--- src/rtl/dws_pkg.sv ---
// Shared types, constants and saturating arithmetic helpers for the
// dispersive wave stencil. No dependencies.
`default_nettype none

package dws_pkg;

    localparam int DataWidth  = 32;
    localparam int FracBits   = 16;
    localparam int MaxCells   = 32;
    localparam int QueueDepth = 2;

    typedef logic signed [DataWidth-1:0] word_t;

    localparam word_t WordMax = word_t'({1'b0, {(DataWidth-1){1'b1}}});
    localparam word_t WordMin = word_t'({1'b1, {(DataWidth-1){1'b0}}});

    typedef logic [3:0] cfg_idx_t;
    localparam cfg_idx_t CfgCellsX     = 4'd0;
    localparam cfg_idx_t CfgCellsY     = 4'd1;
    localparam cfg_idx_t CfgSideNeu    = 4'd2;
    localparam cfg_idx_t CfgNeighbor   = 4'd3;
    localparam cfg_idx_t CfgIntDir     = 4'd4;
    localparam cfg_idx_t CfgAlpha      = 4'd5;
    localparam cfg_idx_t CfgInvDx      = 4'd6;
    localparam cfg_idx_t CfgInvDy      = 4'd7;

    localparam logic [1:0] SideWest  = 2'd0;
    localparam logic [1:0] SideEast  = 2'd1;
    localparam logic [1:0] SideSouth = 2'd2;
    localparam logic [1:0] SideNorth = 2'd3;

    typedef struct packed {
        logic [5:0]  cells_x;
        logic [5:0]  cells_y;
        logic [3:0]  phys_side_neumann;
        logic [3:0]  neighbor_present;
        logic        interior_dirichlet;
        logic [30:0] alpha_coef;
        logic [30:0] inv_dx;
        logic [30:0] inv_dy;
    } cfg_t;

    typedef struct packed {
        logic signed [31:0] depth;
        logic signed [31:0] comp_x;
        logic signed [31:0] comp_y;
    } in_t;

    typedef struct packed {
        logic signed [31:0] force_x;
        logic signed [31:0] force_y;
        logic               depth_error;
        logic               last_cell;
    } out_t;

    typedef struct packed {
        word_t             hc;
        word_t             hl;
        word_t             hr;
        word_t             hd;
        word_t             hu;
        word_t [2:0][2:0]  ex;
        word_t [2:0][2:0]  ey;
        logic              err;
        logic              last;
    } job_t;

    typedef enum logic [1:0] {MODE_KEEP, MODE_COPY, MODE_NEG} mode_t;

    function automatic word_t sat_wide(input logic signed [DataWidth:0] s);
        if (s[DataWidth] != s[DataWidth-1]) begin
            return s[DataWidth] ? WordMin : WordMax;
        end
        return s[DataWidth-1:0];
    endfunction

    function automatic word_t add_s(input word_t a, input word_t b);
        return sat_wide({a[DataWidth-1], a} + {b[DataWidth-1], b});
    endfunction

    function automatic word_t sub_s(input word_t a, input word_t b);
        return sat_wide({a[DataWidth-1], a} - {b[DataWidth-1], b});
    endfunction

    function automatic word_t neg_s(input word_t a);
        return sat_wide({(DataWidth+1){1'b0}} - {a[DataWidth-1], a});
    endfunction

    // Exact sum or difference halved with rounding toward minus infinity.
    function automatic word_t half_sum(input word_t a, input word_t b);
        logic signed [DataWidth:0] s;
        s = {a[DataWidth-1], a} + {b[DataWidth-1], b};
        return s[DataWidth:1];
    endfunction

    function automatic word_t half_diff(input word_t a, input word_t b);
        logic signed [DataWidth:0] s;
        s = {a[DataWidth-1], a} - {b[DataWidth-1], b};
        return s[DataWidth:1];
    endfunction

    function automatic word_t quarter(input word_t a);
        return {{2{a[DataWidth-1]}}, a[DataWidth-1:2]};
    endfunction

    function automatic mode_t side_mode(input logic [3:0] neu, input logic [3:0] nbr,
                                        input logic idir, input logic [1:0] side);
        if (!nbr[side]) begin
            return neu[side] ? MODE_COPY : MODE_NEG;
        end
        return idir ? MODE_NEG : MODE_KEEP;
    endfunction

    function automatic word_t apply_mode(input mode_t m, input word_t loaded, input word_t src);
        case (m)
            MODE_COPY: return src;
            MODE_NEG:  return neg_s(src);
            default:   return loaded;
        endcase
    endfunction

endpackage

`default_nettype wire

--- src/rtl/dws_queue.sv ---
// Two-entry job queue between the stencil front end and the arithmetic
// sequencer. Depends on dws_pkg.
`default_nettype none

module dws_queue (
    input  wire logic           aclk,
    input  wire logic           aresetn,
    input  wire logic           push,
    input  wire dws_pkg::job_t  push_job,
    output logic                full,
    input  wire logic           pop,
    output dws_pkg::job_t       pop_job,
    output logic                empty
);

    localparam int PW = $clog2(dws_pkg::QueueDepth);
    localparam int NW = $clog2(dws_pkg::QueueDepth + 1);

    dws_pkg::job_t  q_mem [dws_pkg::QueueDepth];
    logic [PW-1:0]  wr_ptr_reg, rd_ptr_reg;
    logic [NW-1:0]  count_reg;

    assign full    = (count_reg == NW'(dws_pkg::QueueDepth));
    assign empty   = (count_reg == '0);
    assign pop_job = q_mem[rd_ptr_reg];

    always_ff @(posedge aclk) begin
        if (push) begin
            q_mem[wr_ptr_reg] <= push_job;
        end
    end

    always_ff @(posedge aclk) begin
        if (!aresetn) begin
            wr_ptr_reg <= '0;
            rd_ptr_reg <= '0;
            count_reg  <= '0;
        end else begin
            if (push) begin
                wr_ptr_reg <= (wr_ptr_reg == PW'(dws_pkg::QueueDepth - 1)) ? '0
                                                                          : wr_ptr_reg + PW'(1);
            end
            if (pop) begin
                rd_ptr_reg <= (rd_ptr_reg == PW'(dws_pkg::QueueDepth - 1)) ? '0
                                                                          : rd_ptr_reg + PW'(1);
            end
            if (push && !pop) begin
                count_reg <= count_reg + NW'(1);
            end else if (pop && !push) begin
                count_reg <= count_reg - NW'(1);
            end
        end
    end

`ifndef NO_ASSERTIONS
    a_no_overflow: assert property (@(posedge aclk) disable iff (!aresetn)
        push |-> !full) else $error("Job pushed into a full queue.");
    a_no_underflow: assert property (@(posedge aclk) disable iff (!aresetn)
        pop |-> !empty) else $error("Job popped from an empty queue.");
    a_count_bound: assert property (@(posedge aclk) disable iff (!aresetn)
        count_reg <= NW'(dws_pkg::QueueDepth)) else $error("Queue count out of range.");
    a_count_up: assert property (@(posedge aclk) disable iff (!aresetn)
        (push && !pop) |=> (count_reg == $past(count_reg) + NW'(1)))
        else $error("Queue count did not follow a push.");
`endif

endmodule

`default_nettype wire

--- config.mk ---
export PLATFORM = sky130hd
export DESIGN_NAME = dws_queue
export DESIGN_NICKNAME = d
export VERILOG_FILES = /design/src/rtl/dws_pkg.sv /design/src/rtl/dws_queue.sv
export SDC_FILE = /design/constraint.sdc
export NUM_CORES = 1
export LEC_CHECK = 0
export BUFFER_PORTS_ARGS = -buffer_cell sky130_fd_sc_hd__buf_4
export CORE_AREA = 2 2 579 581
export CTS_BUF_LIST = sky130_fd_sc_hd__clkbuf_4 sky130_fd_sc_hd__clkbuf_8 sky130_fd_sc_hd__clkbuf_16
export DETAILED_ROUTE_END_ITERATION = 8
export DIE_AREA = 0 0 581 583
export PLACE_DENSITY = 0.4
export SLEW_MARGIN = 5
export SYNTH_ARGS = -nofsm -noshare
export SYNTH_HDL_FRONTEND = slang
export SYNTH_SLANG_ARGS = --single-unit
--- constraint.sdc ---
create_clock -name aclk -period 103.3 [get_ports aclk]
set_input_delay 10.33 -clock aclk [delete_from_list [all_inputs] [get_ports aclk]]
set_output_delay 10.33 -clock aclk [all_outputs]
set_load 0.005 [all_outputs]
# ---- Word level (Yosys, flattened, before mapping)
# Memory sizes are Yosys's and may differ from the RTL's. A register that Yosys moved wholly into a read port is not among the register bits.
# Cells that the tools add are included.
dict set report totals {
  inputBits 742
  elab_cells 23
  latch_bits 0
  rom_bits 0
  mem_count 1
  ramBits 1476
  ff_bits 4
}
# memory words word_bits read_ports rd_ports_with_merged_regs wr line_no
set mem_list {}
lappend mem_list {q_mem 2 738 1 1 1 dws_queue.sv:19} ;# dws_pkg::job_t q_mem [dws_pkg::QueueDepth];
dict set report op_classes {
  shifts 0
  muxes 8
  div 0
  n_lt_le_gt_ge 0
  n_reduce_logical 6
  bitwise_logic 0
  addsub 4
  n_mul 0
  eq_ne 1
}
# op count
set ops {}
lappend ops {{$mux 1} 6}
lappend ops {{$mux 2} 2}
lappend ops {{$add 1x1->1 const B} 2}
lappend ops {{$add 2x1->2 const B} 1}
lappend ops {{$eq 2x2->1 const B} 1}
lappend ops {{$logic_and 1x1->1} 2}
lappend ops {{$logic_not 1->1} 2}
lappend ops {{$logic_not 2->1} 1}
lappend ops {{$reduce_bool 2->1} 1}
lappend ops {{$sub 2x1->2 const B} 1}

# ---- Longest topological paths before layout
# Gate-level depths: netlist (run 1).
dict set report depth {
  word_depth 4
  mapped_depth 5
  depth_no_buf 5
}

# ---- Least setup slack after synthesis (run 1)
# Ideal clock, no wire load.
dict set report synth_timing {
  path_type {input to register}
  start {input push}
  end {register wr_ptr_reg}
  setup_ns 0.182
  arrival_ns 44.062
  n_path_buf 0
  required_time_ns 103.118
  stages 2
  slack_ns 59.056
  cell_sequence {nor2b_1 o21a_1}
}
# item line_no
set synth_lines {}
lappend synth_lines {{start, declared} dws_queue.sv:8} ;# input wire logic push,
lappend synth_lines {{end signal, assigned} dws_queue.sv:40} ;# wr_ptr_reg <= (wr_ptr_reg == PW'(dws_pkg::QueueDepth - 1)) ? '0
lappend synth_lines {{end, declared} dws_queue.sv:20} ;# logic [PW-1:0] wr_ptr_reg, rd_ptr_reg;

==> report_table.html, run 1 <==
<table>
<tr><th>Metric</th><th>Value</th></tr>
<tr><th colspan="2">Drt</th></tr>
<tr><td>Drt wl/cell</td><td>24.3 um</td></tr>
<tr><td>Wire length after detailed routing</td><td>206000 um</td></tr>
<tr><td>Number of optimization iterations in the first detailed-route pass</td><td>4</td></tr>
<tr><td>Routed Antenna Nets</td><td>0</td></tr>
<tr><td>Drt via density</td><td>3.45</td></tr>
<tr><td>Remaining DRCs</td><td>0</td></tr>
<tr><td>Routed vias</td><td>a little under 30000</td></tr>
<tr><td>Starting DRT DRC Count</td><td>1599</td></tr>
<tr><th colspan="2">Timing</th></tr>
<tr><td>Final cycle utilization of the critical path</td><td>16.3%</td></tr>
<tr><td>Count of final setup violators</td><td>0</td></tr>
<tr><td>Slew @ Worst Pin</td><td>1140 ps</td></tr>
<tr><td>Max Slew Vio Count</td><td>0</td></tr>
<tr><td>Min setup slack post-route</td><td>86450 ps</td></tr>
<tr><td>Unrepaired setup endpoints after global routing</td><td>no</td></tr>
<tr><td>Final hold violation count</td><td>0</td></tr>
<tr><td>Worst-case headroom to the max-slew limit</td><td>24.2%</td></tr>
<tr><td>Clock tree skew after final layout</td><td>46.8 ps</td></tr>
<tr><td>Sum Neg Setup Slack</td><td>0 ps</td></tr>
<tr><td>Fin crit period</td><td>between 15000 and 20000 ps</td></tr>
<tr><td>Highest achievable clock rate</td><td>59.3 MHz</td></tr>
<tr><th colspan="2">Pwr</th></tr>
<tr><td>Highest ir drop seen on vdd</td><td>around 0.011 mV</td></tr>
<tr><td>Pwr dens</td><td>19.8 mW/mm^2</td></tr>
<tr><td>Post-layout total power</td><td>around 1.5 mW</td></tr>
<tr><td>Leakage power total</td><td>26.9 nW</td></tr>
<tr><th colspan="2">Synth</th></tr>
<tr><td>Number of storage elements in the synthesis netlist</td><td>roughly 1500</td></tr>
<tr><td>Post-synthesis average cell area</td><td>23.2 um^2</td></tr>
<tr><td>Async set-or-reset flop fraction in the synthesized netlist</td><td>0%</td></tr>
<tr><td>Library cell occupying the most area in the post-synthesis netlist</td><td>sky130_fd_sc_hd__edfxtp_1</td></tr>
<tr><td>Net count after synthesis</td><td>3061</td></tr>
<tr><td>Most frequently used cell type in the post-synthesis netlist</td><td>sky130_fd_sc_hd__edfxtp_1</td></tr>
<tr><td>Primary FF master, synth</td><td>sky130_fd_sc_hd__edfxtp_1</td></tr>
<tr><td>Number of distinct library cells after synthesis</td><td>18</td></tr>
<tr><td>Synth Cell Area</td><td>0.0538 mm^2</td></tr>
<tr><td>Number of instances in the synthesized netlist</td><td>2318</td></tr>
<tr><td>List of most frequent post-synthesis cells</td><td>1476 x sky130_fd_sc_hd__edfxtp_1, 737 x sky130_fd_sc_hd__mux2_2, 67 x sky130_fd_sc_hd__buf_6, 14 x sky130_fd_sc_hd__clkbuf_8, 5 x sky130_fd_sc_hd__dfxtp_1</td></tr>
<tr><td>Count of flip-flops with a built-in enable after synthesis</td><td>1476</td></tr>
<tr><td>Sequential-to-total area share from yosys stat</td><td>82.6%</td></tr>
<tr><td>Yosys top cell area share</td><td>just over 80%</td></tr>
<tr><td>Cell types with the largest area share after synthesis</td><td>sky130_fd_sc_hd__edfxtp_1 82%, sky130_fd_sc_hd__mux2_2 15%, sky130_fd_sc_hd__buf_6 1.4%</td></tr>
<tr><td>Synth Warn #</td><td>0</td></tr>
<tr><th colspan="2">Worst hold path</th></tr>
<tr><td>Classification of the worst-slack hold path</td><td>reg -&gt; reg</td></tr>
<tr><td>Hold-critical path depth</td><td>2</td></tr>
<tr><th colspan="2">Die</th></tr>
<tr><td>Die Outline Area</td><td>0.339 mm^2</td></tr>
<tr><td>Chip height</td><td>between 500 and 600 um</td></tr>
<tr><td>Row cnt</td><td>212</td></tr>
<tr><td>Starting density of the core</td><td>16.2%</td></tr>
<tr><td>I/O pin count</td><td>1482</td></tr>
<tr><td>X dimension of the die</td><td>around 580 um</td></tr>
<tr><td>Area of the core region</td><td>between 0.3 and 0.4 mm^2</td></tr>
<tr><th colspan="2">Critical path</th></tr>
<tr><td>Sequence of cells on the critical path</td><td>buf_12, buf_4, buf_4, buf_4, buf_4, buf_4, mux2_2, buf_4</td></tr>
<tr><td>Cell class contributing the biggest share of worst-path delay</td><td>buffers and inverters</td></tr>
<tr><td>Cell depth of the worst flop-to-flop path</td><td>7</td></tr>
<tr><td>Number of logic stages on the critical path including buffering</td><td>8</td></tr>
<tr><td>Reg2Reg Setup Slack</td><td>96930 ps</td></tr>
<tr><td>Worst Path Max Fanout</td><td>approximately 140</td></tr>
<tr><td>Buffering stage count on the worst path with inverters included</td><td>7</td></tr>
<tr><td>Most common cell type on the critical path</td><td>sky130_fd_sc_hd__buf_4</td></tr>
<tr><td>Worst setup endpoint</td><td>pop_job[527]</td></tr>
<tr><td>Nature of the critical path startpoint</td><td>flip-flop</td></tr>
<tr><td>Req. time, crit path</td><td>just over 90000 ps</td></tr>
<tr><td>Endpoint kind of the worst setup timing path</td><td>output port</td></tr>
<tr><td>Critical path arrival</td><td>6520 ps</td></tr>
<tr><td>Critical path class</td><td>reg -&gt; out</td></tr>
<tr><td>Standard cell with the maximum stage delay on the critical path</td><td>sky130_fd_sc_hd__buf_4</td></tr>
<tr><td>Worst path max stage delay</td><td>790 ps</td></tr>
<tr><td>R2r endpoint</td><td>q_mem[1][138]</td></tr>
<tr><td>Startpoint of the worst-slack reg-to-reg timing path</td><td>wr_ptr_reg</td></tr>
<tr><th colspan="2">Global route</th></tr>
<tr><td>Global Route Usage Sum</td><td>between 10% and 20%</td></tr>
<tr><td>Antenna violations before repair</td><td>58</td></tr>
<tr><td>Global-route wire length before repair</td><td>272000 um</td></tr>
<tr><td>Remaining global-route overflow</td><td>0</td></tr>
<tr><td>Number of global-route vias before repair</td><td>30600</td></tr>
<tr><td>Largest net degree at the start of global routing</td><td>137</td></tr>
<tr><th colspan="2">CTS</th></tr>
<tr><td># clock sinks</td><td>roughly 1500</td></tr>
<tr><td>CTS root buf</td><td>sky130_fd_sc_hd__clkbuf_16</td></tr>
<tr><td>Number of CTS-inserted buffers</td><td>179</td></tr>
<tr><td>Clock network latency to the later pin of the worst-skew pair</td><td>830 ps</td></tr>
<tr><td>Register clock-pin slew on the reported worst setup and hold paths</td><td>approximately 60 ps</td></tr>
<tr><td>Number of buffers inserted to repair setup after CTS</td><td>0</td></tr>
<tr><td>Post-cts sizing count</td><td>0</td></tr>
<tr><td>Clock tree from TritonCTS</td><td>built</td></tr>
<tr><td>Maximum buffer depth of the clock tree</td><td>4</td></tr>
<tr><td>Number of hold buffers added after cts</td><td>0</td></tr>
<tr><td>Number of H-tree levels</td><td>4</td></tr>
<tr><th colspan="2">Run status</th></tr>
<tr><td>Outcome</td><td>completed</td></tr>
<tr><th colspan="2">Placed design</th></tr>
<tr><td>Post-Place Cells</td><td>8138</td></tr>
<tr><td>Pre-CTS setup slack</td><td>86710 ps</td></tr>
<tr><td>Placed wire-length estimate after detailed placement</td><td>approximately 160000 um</td></tr>
<tr><td>Final weighted congestion of routability-driven global placement</td><td>0.849</td></tr>
<tr><td>Number of buffer cells added on primary ports</td><td>roughly 1500</td></tr>
<tr><th colspan="2">Cells and area</th></tr>
<tr><td>Fillers</td><td>between 30000 and 40000</td></tr>
<tr><td>Non-filler cells, final</td><td>8471</td></tr>
<tr><td>Number of nets in the finished design</td><td>between 4000 and 5000</td></tr>
<tr><td>Layout-stage area growth over the synthesis result</td><td>40.6%</td></tr>
<tr><td>Number of flip-flops under the largest register name</td><td>1476</td></tr>
<tr><td>Fraction of final layout cells sized beyond drive strength 1</td><td>around 62%</td></tr>
<tr><th colspan="2">Run</th></tr>
<tr><td>Number of max-capacitance violations reported</td><td>0</td></tr>
</table>
==> layout make-up <==
type | count | area [um^2] | area share, %
Antenna cell | 10 | 25.0 | 0.0331
Inverter | 1 | 3.75 | 0.00496
Timing Repair Buffer | 1515 | 11400 | 15.1
Tap cell | 4387 | 5490 | 7.26
Multi-Input combinational cell | 754 | 8430 | 11.2
Sequential cell | 1481 | 44400 | 58.7
Clock inverter | 101 | 1000 | 1.32
Clock buffer | 222 | 4820 | 6.37
==> how the worst min path moves through the flow <==
| stage | startpoint | endpoint | slack, ps |
|---|---|---|---|
| 2_1_floorplan | count_reg[1] | count_reg[1] | 470 |
| 3_3_place_gp | count_reg[1] | count_reg[1] | 490 |
| 3_5_place_dp | count_reg[1] | count_reg[1] | 500 |
| 4_1_cts | count_reg[1] | count_reg[1] | 510 |
| 5_1_grt | count_reg[1] | count_reg[1] | 560 |
| 6_report | count_reg[1] | count_reg[1] | 510 |
==> metal layers <==
metal	global-route usage (%)	vias to the layer above	routed length [um]
li1	-	12600	-
met1	13.3	14900	79900
met2	19.8	1322	100000
met3	5.44	320	21600
met4	2.59	36	4160
met5	0	-	250
==> stage by stage <==
stage / utilization, % / hold slack, ps / area, um^2
6_report: 22.8 / 511 / 75600
4_1_cts: 22.7 / 508 / 75600
3_5_place_dp: 21.0 / 500 / 69800
5_1_grt: 22.8 / 563 / 75600
2_1_floorplan: - / 473 / 53800
3_3_place_gp: 21.0 / 488 / 69800
==> report_power, final <==
| group | total [mW] | internal (mW) | switching [mW] |
|---|---|---|---|
| registers | 0.704 | 0.696 | 0.00726 |
| logic | 0.169 | 0.0840 | 0.0847 |
| clock network | 0.624 | 0.366 | 0.258 |
| total | 1.50 | 1.15 | 0.350 |
==> kinds of logic (layout without fill, tap and decap cells) <==
kind of cell | count (synthesis) | count (layout) | synth area share (%)
adder cells (fa/ha/maj) | 1 | 1 | 0.0233
AND/OR/NAND/NOR | 9 | 9 | 0.100
flip-flops | 1481 | 1481 | 82.6
AO/OA/AOI/OAI | 3 | 3 | 0.0372
XOR/XNOR | 3 | 3 | 0.0488
multiplexers | 738 | 738 | 15.4
buffers and inverters | 83 | 1839 | 1.78
other | 0 | 10 | 0
==> placed cells by master, fill, tap and decap left out <==
| cell | netlist | layout |
|---|---|---|
| sky130_fd_sc_hd__mux2_2 | 737 | 737 |
| sky130_fd_sc_hd__xnor2_1 | 1 | 1 |
| sky130_fd_sc_hd__nor2_1 | 1 | 1 |
| sky130_fd_sc_hd__or3_1 | 1 | 1 |
| sky130_fd_sc_hd__clkbuf_16 | 0 | 180 |
| sky130_fd_sc_hd__nor2b_1 | 3 | 2 |
| sky130_fd_sc_hd__clkinv_8 | 0 | 3 |
| sky130_fd_sc_hd__buf_4 | 0 | 1510 |
| sky130_fd_sc_hd__clkbuf_4 | 0 | 42 |
| sky130_fd_sc_hd__and2_4 | 0 | 1 |
| sky130_fd_sc_hd__edfxtp_1 | 1476 | 1476 |
| sky130_fd_sc_hd__a21boi_0 | 1 | 1 |
| sky130_fd_sc_hd__buf_12 | 0 | 5 |
| sky130_fd_sc_hd__o21a_1 | 1 | 1 |
| sky130_fd_sc_hd__clkinvlp_4 | 0 | 5 |
| sky130_fd_sc_hd__diode_2 | 0 | 10 |
| sky130_fd_sc_hd__bufinv_16 | 0 | 13 |
| sky130_fd_sc_hd__inv_8 | 0 | 1 |
| sky130_fd_sc_hd__nor2b_4 | 0 | 1 |
| sky130_fd_sc_hd__inv_16 | 0 | 2 |
| sky130_fd_sc_hd__xor2_1 | 2 | 2 |
| sky130_fd_sc_hd__clkinv_2 | 0 | 30 |
| sky130_fd_sc_hd__clkinv_1 | 0 | 35 |
| sky130_fd_sc_hd__and2_1 | 4 | 3 |
| sky130_fd_sc_hd__dfxtp_4 | 0 | 1 |
| sky130_fd_sc_hd__clkinv_16 | 0 | 4 |
| sky130_fd_sc_hd__mux2_1 | 1 | 1 |
| sky130_fd_sc_hd__inv_1 | 1 | 1 |
| sky130_fd_sc_hd__clkinv_4 | 0 | 6 |
| sky130_fd_sc_hd__inv_6 | 0 | 2 |
| sky130_fd_sc_hd__dfxtp_1 | 5 | 4 |
| sky130_fd_sc_hd__ha_1 | 1 | 1 |
| sky130_fd_sc_hd__o21ai_0 | 1 | 1 |
==> worst register-to-register path, stage by stage, from the launching register on <==
cell and delay, ps:
sky130_fd_sc_hd__dfxtp_1 380, sky130_fd_sc_hd__and2_4 710, sky130_fd_sc_hd__buf_4 730, sky130_fd_sc_hd__buf_4 790, sky130_fd_sc_hd__buf_4 890, sky130_fd_sc_hd__buf_4 1000, sky130_fd_sc_hd__buf_4 670, sky130_fd_sc_hd__buf_4 740
(Power assumes the default switching activity.)
==> run 2, diff against run 1 <==
Settings changed: PLACE_DENSITY 0.4 to 0.41.
Clock period 103.3 ns to 13.5 ns, I/O delays scaled along.
==> report_table.html, run 2 (synthesized netlist as in run 1, its figures left out) <==
<table>
<tr><th>Metric</th><th>Value</th></tr>
<tr><th colspan="2">Global route</th></tr>
<tr><td>Remaining global-route overflow</td><td>0</td></tr>
<tr><td>Global-route wire length before repair</td><td>282000 um</td></tr>
<tr><td>Number of global-route vias before repair</td><td>30500</td></tr>
<tr><td>Largest net degree at the start of global routing</td><td>140</td></tr>
<tr><td>Global Route Usage Sum</td><td>12.2%</td></tr>
<tr><td>Antenna violations before repair</td><td>118</td></tr>
<tr><th colspan="2">Placed design</th></tr>
<tr><td>Placed wire-length estimate after detailed placement</td><td>165000 um</td></tr>
<tr><td>Number of buffer cells added on primary ports</td><td>about 1500</td></tr>
<tr><td>Placement-stage cell area</td><td>approximately 0.070 mm^2</td></tr>
<tr><td>Final weighted congestion of routability-driven global placement</td><td>0.877</td></tr>
<tr><th colspan="2">Cells and area</th></tr>
<tr><td>Most common cell after layout, fill and taps aside</td><td>sky130_fd_sc_hd__buf_4</td></tr>
<tr><td>Fraction of final layout cells sized beyond drive strength 1</td><td>slightly above 60%</td></tr>
<tr><td>Post-route standard cell area excluding fillers</td><td>0.0756 mm^2</td></tr>
<tr><td>Layout-stage area growth over the synthesis result</td><td>40.6%</td></tr>
<tr><td>Number of nets in the finished design</td><td>about 4700</td></tr>
<tr><td>Number of flip-flops under the largest register name</td><td>1476</td></tr>
<tr><td>Most frequent cells in the layout</td><td>1493 x sky130_fd_sc_hd__buf_4, 1476 x sky130_fd_sc_hd__edfxtp_1, 737 x sky130_fd_sc_hd__mux2_2</td></tr>
<tr><th colspan="2">Timing</th></tr>
<tr><td>Final cycle utilization of the critical path</td><td>approximately 46%</td></tr>
<tr><td>Final hold violation count</td><td>0</td></tr>
<tr><td>Count of final setup violators</td><td>0</td></tr>
<tr><td>Unrepaired setup endpoints after global routing</td><td>no</td></tr>
<tr><td>Fin crit period</td><td>6170 ps</td></tr>
<tr><td>Max Slew Vio Count</td><td>0</td></tr>
<tr><td>Worst hold-check slack</td><td>520 ps</td></tr>
<tr><td>Highest achievable clock rate</td><td>162 MHz</td></tr>
<tr><td>Slew @ Worst Pin</td><td>around 1100 ps</td></tr>
<tr><td>Worst-case headroom to the max-slew limit</td><td>between 20% and 30%</td></tr>
<tr><td>Clock tree skew after final layout</td><td>36.2 ps</td></tr>
<tr><td>Sum Neg Setup Slack</td><td>0 ps</td></tr>
<tr><th colspan="2">CTS</th></tr>
<tr><td>Number of CTS-inserted buffers</td><td>roughly 180</td></tr>
<tr><td>Clock tree from TritonCTS</td><td>built</td></tr>
<tr><td>Number of buffers inserted to repair setup after CTS</td><td>0</td></tr>
<tr><td>Number of hold buffers added after cts</td><td>0</td></tr>
<tr><td># clock sinks</td><td>1481</td></tr>
<tr><td>Register clock-pin slew on the reported worst setup and hold paths</td><td>roughly 50 ps</td></tr>
<tr><td>Maximum buffer depth of the clock tree</td><td>4</td></tr>
<tr><td>CTS root buf</td><td>sky130_fd_sc_hd__clkbuf_16</td></tr>
<tr><td>Number of H-tree levels</td><td>4</td></tr>
<tr><td>Post-cts sizing count</td><td>0</td></tr>
<tr><td>Clock network latency to the later pin of the worst-skew pair</td><td>830 ps</td></tr>
<tr><th colspan="2">Worst hold path</th></tr>
<tr><td>Start point of the worst hold path</td><td>count_reg[1]</td></tr>
<tr><td>Classification of the worst-slack hold path</td><td>reg -&gt; reg</td></tr>
<tr><th colspan="2">Drt</th></tr>
<tr><td>Routed vias</td><td>29300</td></tr>
<tr><td>Drt wl/cell</td><td>between 20 and 30 um</td></tr>
<tr><td>Drt via density</td><td>3.45</td></tr>
<tr><td>Wire length after detailed routing</td><td>217000 um</td></tr>
<tr><td>Routed Antenna Nets</td><td>0</td></tr>
<tr><td>Starting DRT DRC Count</td><td>roughly 1700</td></tr>
<tr><td>Number of optimization iterations in the first detailed-route pass</td><td>5</td></tr>
<tr><td>Remaining DRCs</td><td>0</td></tr>
<tr><th colspan="2">Critical path</th></tr>
<tr><td>Worst Path Max Fanout</td><td>119</td></tr>
<tr><td>Startpoint of the worst-slack reg-to-reg timing path</td><td>wr_ptr_reg</td></tr>
<tr><td>Nature of the critical path startpoint</td><td>flip-flop</td></tr>
<tr><td>Critical path class</td><td>reg -&gt; out</td></tr>
<tr><td>Req. time, crit path</td><td>12150 ps</td></tr>
<tr><td>Critical path arrival</td><td>4820 ps</td></tr>
<tr><td>Endpoint kind of the worst setup timing path</td><td>output port</td></tr>
<tr><th colspan="2">Die</th></tr>
<tr><td>I/O pin count</td><td>around 1500</td></tr>
<tr><td>Starting density of the core</td><td>16.2%</td></tr>
<tr><td>Area of the core region</td><td>between 0.3 and 0.4 mm^2</td></tr>
<tr><td>Chip height</td><td>slightly below 600 um</td></tr>
<tr><td>Die Outline Area</td><td>approximately 0.34 mm^2</td></tr>
<tr><td>Row cnt</td><td>around 210</td></tr>
<tr><td>X dimension of the die</td><td>around 580 um</td></tr>
<tr><th colspan="2">Run</th></tr>
<tr><td>Number of max-capacitance violations reported</td><td>0</td></tr>
<tr><th colspan="2">Pwr</th></tr>
<tr><td>Register share of total power</td><td>47.4%</td></tr>
<tr><td>Leakage power total</td><td>26.9 nW</td></tr>
<tr><td>Net switching power</td><td>2.67 mW</td></tr>
<tr><td>Pint</td><td>8.71 mW</td></tr>
<tr><td>Fraction of power spent switching nets</td><td>a little under a quarter</td></tr>
<tr><td>Post-layout total power</td><td>~11 mW</td></tr>
<tr><td>Clk network pwr share</td><td>about two fifths</td></tr>
<tr><td>Pwr dens</td><td>151 mW/mm^2</td></tr>
<tr><td>Highest ir drop seen on vdd</td><td>about 0.10 mV</td></tr>
<tr><td>Gate power share</td><td>11.1%</td></tr>
<tr><th colspan="2">Run status</th></tr>
<tr><td>Outcome</td><td>completed</td></tr>
</table>
## run 2: cell type report
type                       instances  area [um^2]
clock buffer                     219         4830
sequential                      1481        44400
antenna                           25         62.6
multi-input combinational        754         8430
fill                           34800       257000
timing repair buffer            1506        11500
inverter                           1         3.75
tap                             4387         5490
clock inverter                   110          915
## run 2: per-layer routing
metal / share of wire (%) / track usage (%) / vias to the layer above / wire length (um)
met4: 3.1 / 3.80 / 40 / 6650
met1: 36 / 13.1 / 14800 / 79100
met5: 0.12 / 0 / - / 263
met3: 12 / 6.54 / 412 / 25900
met2: 48 / 20.6 / 1470 / 105000
li1: - / - / 12600 / -
## run 2: metrics by stage
step	util (%)	worst slack [ps]	std cells
detailed placement	21.0	8200	8129
CTS	22.7	7240	8458
global placement	21.0	8320	8129
finish	22.8	7330	8483
global route	22.7	7070	8466
floorplan	-	657	2318
## run 2: final timing paths
kind	end	slack, ps	cells past startpoint
worst max register to register	q_mem[1][212]	9720	4
worst min-delay path	count_reg[1]	520	2
worst max-delay path	pop_job[175]	7330	5
worst min register to register	count_reg[1]	520	2
## run 2: worst max-delay path: stages, from the launching register on
cell	delay, ps
sky130_fd_sc_hd__dfxtp_4	810
sky130_fd_sc_hd__buf_4	660
sky130_fd_sc_hd__buf_12	480
sky130_fd_sc_hd__buf_4	870
sky130_fd_sc_hd__mux2_2	440
sky130_fd_sc_hd__buf_4	140
## run 2: power by group through the flow
stage	sequential [mW]	combinational, mW	clock (mW)
after floorplan	5.54	0.504	0
after global placement	5.49	1.29	0
after detailed placement	5.49	1.30	0
after CTS	5.39	1.31	4.91
after global routing	5.41	1.36	5.07
final	5.39	1.27	4.72
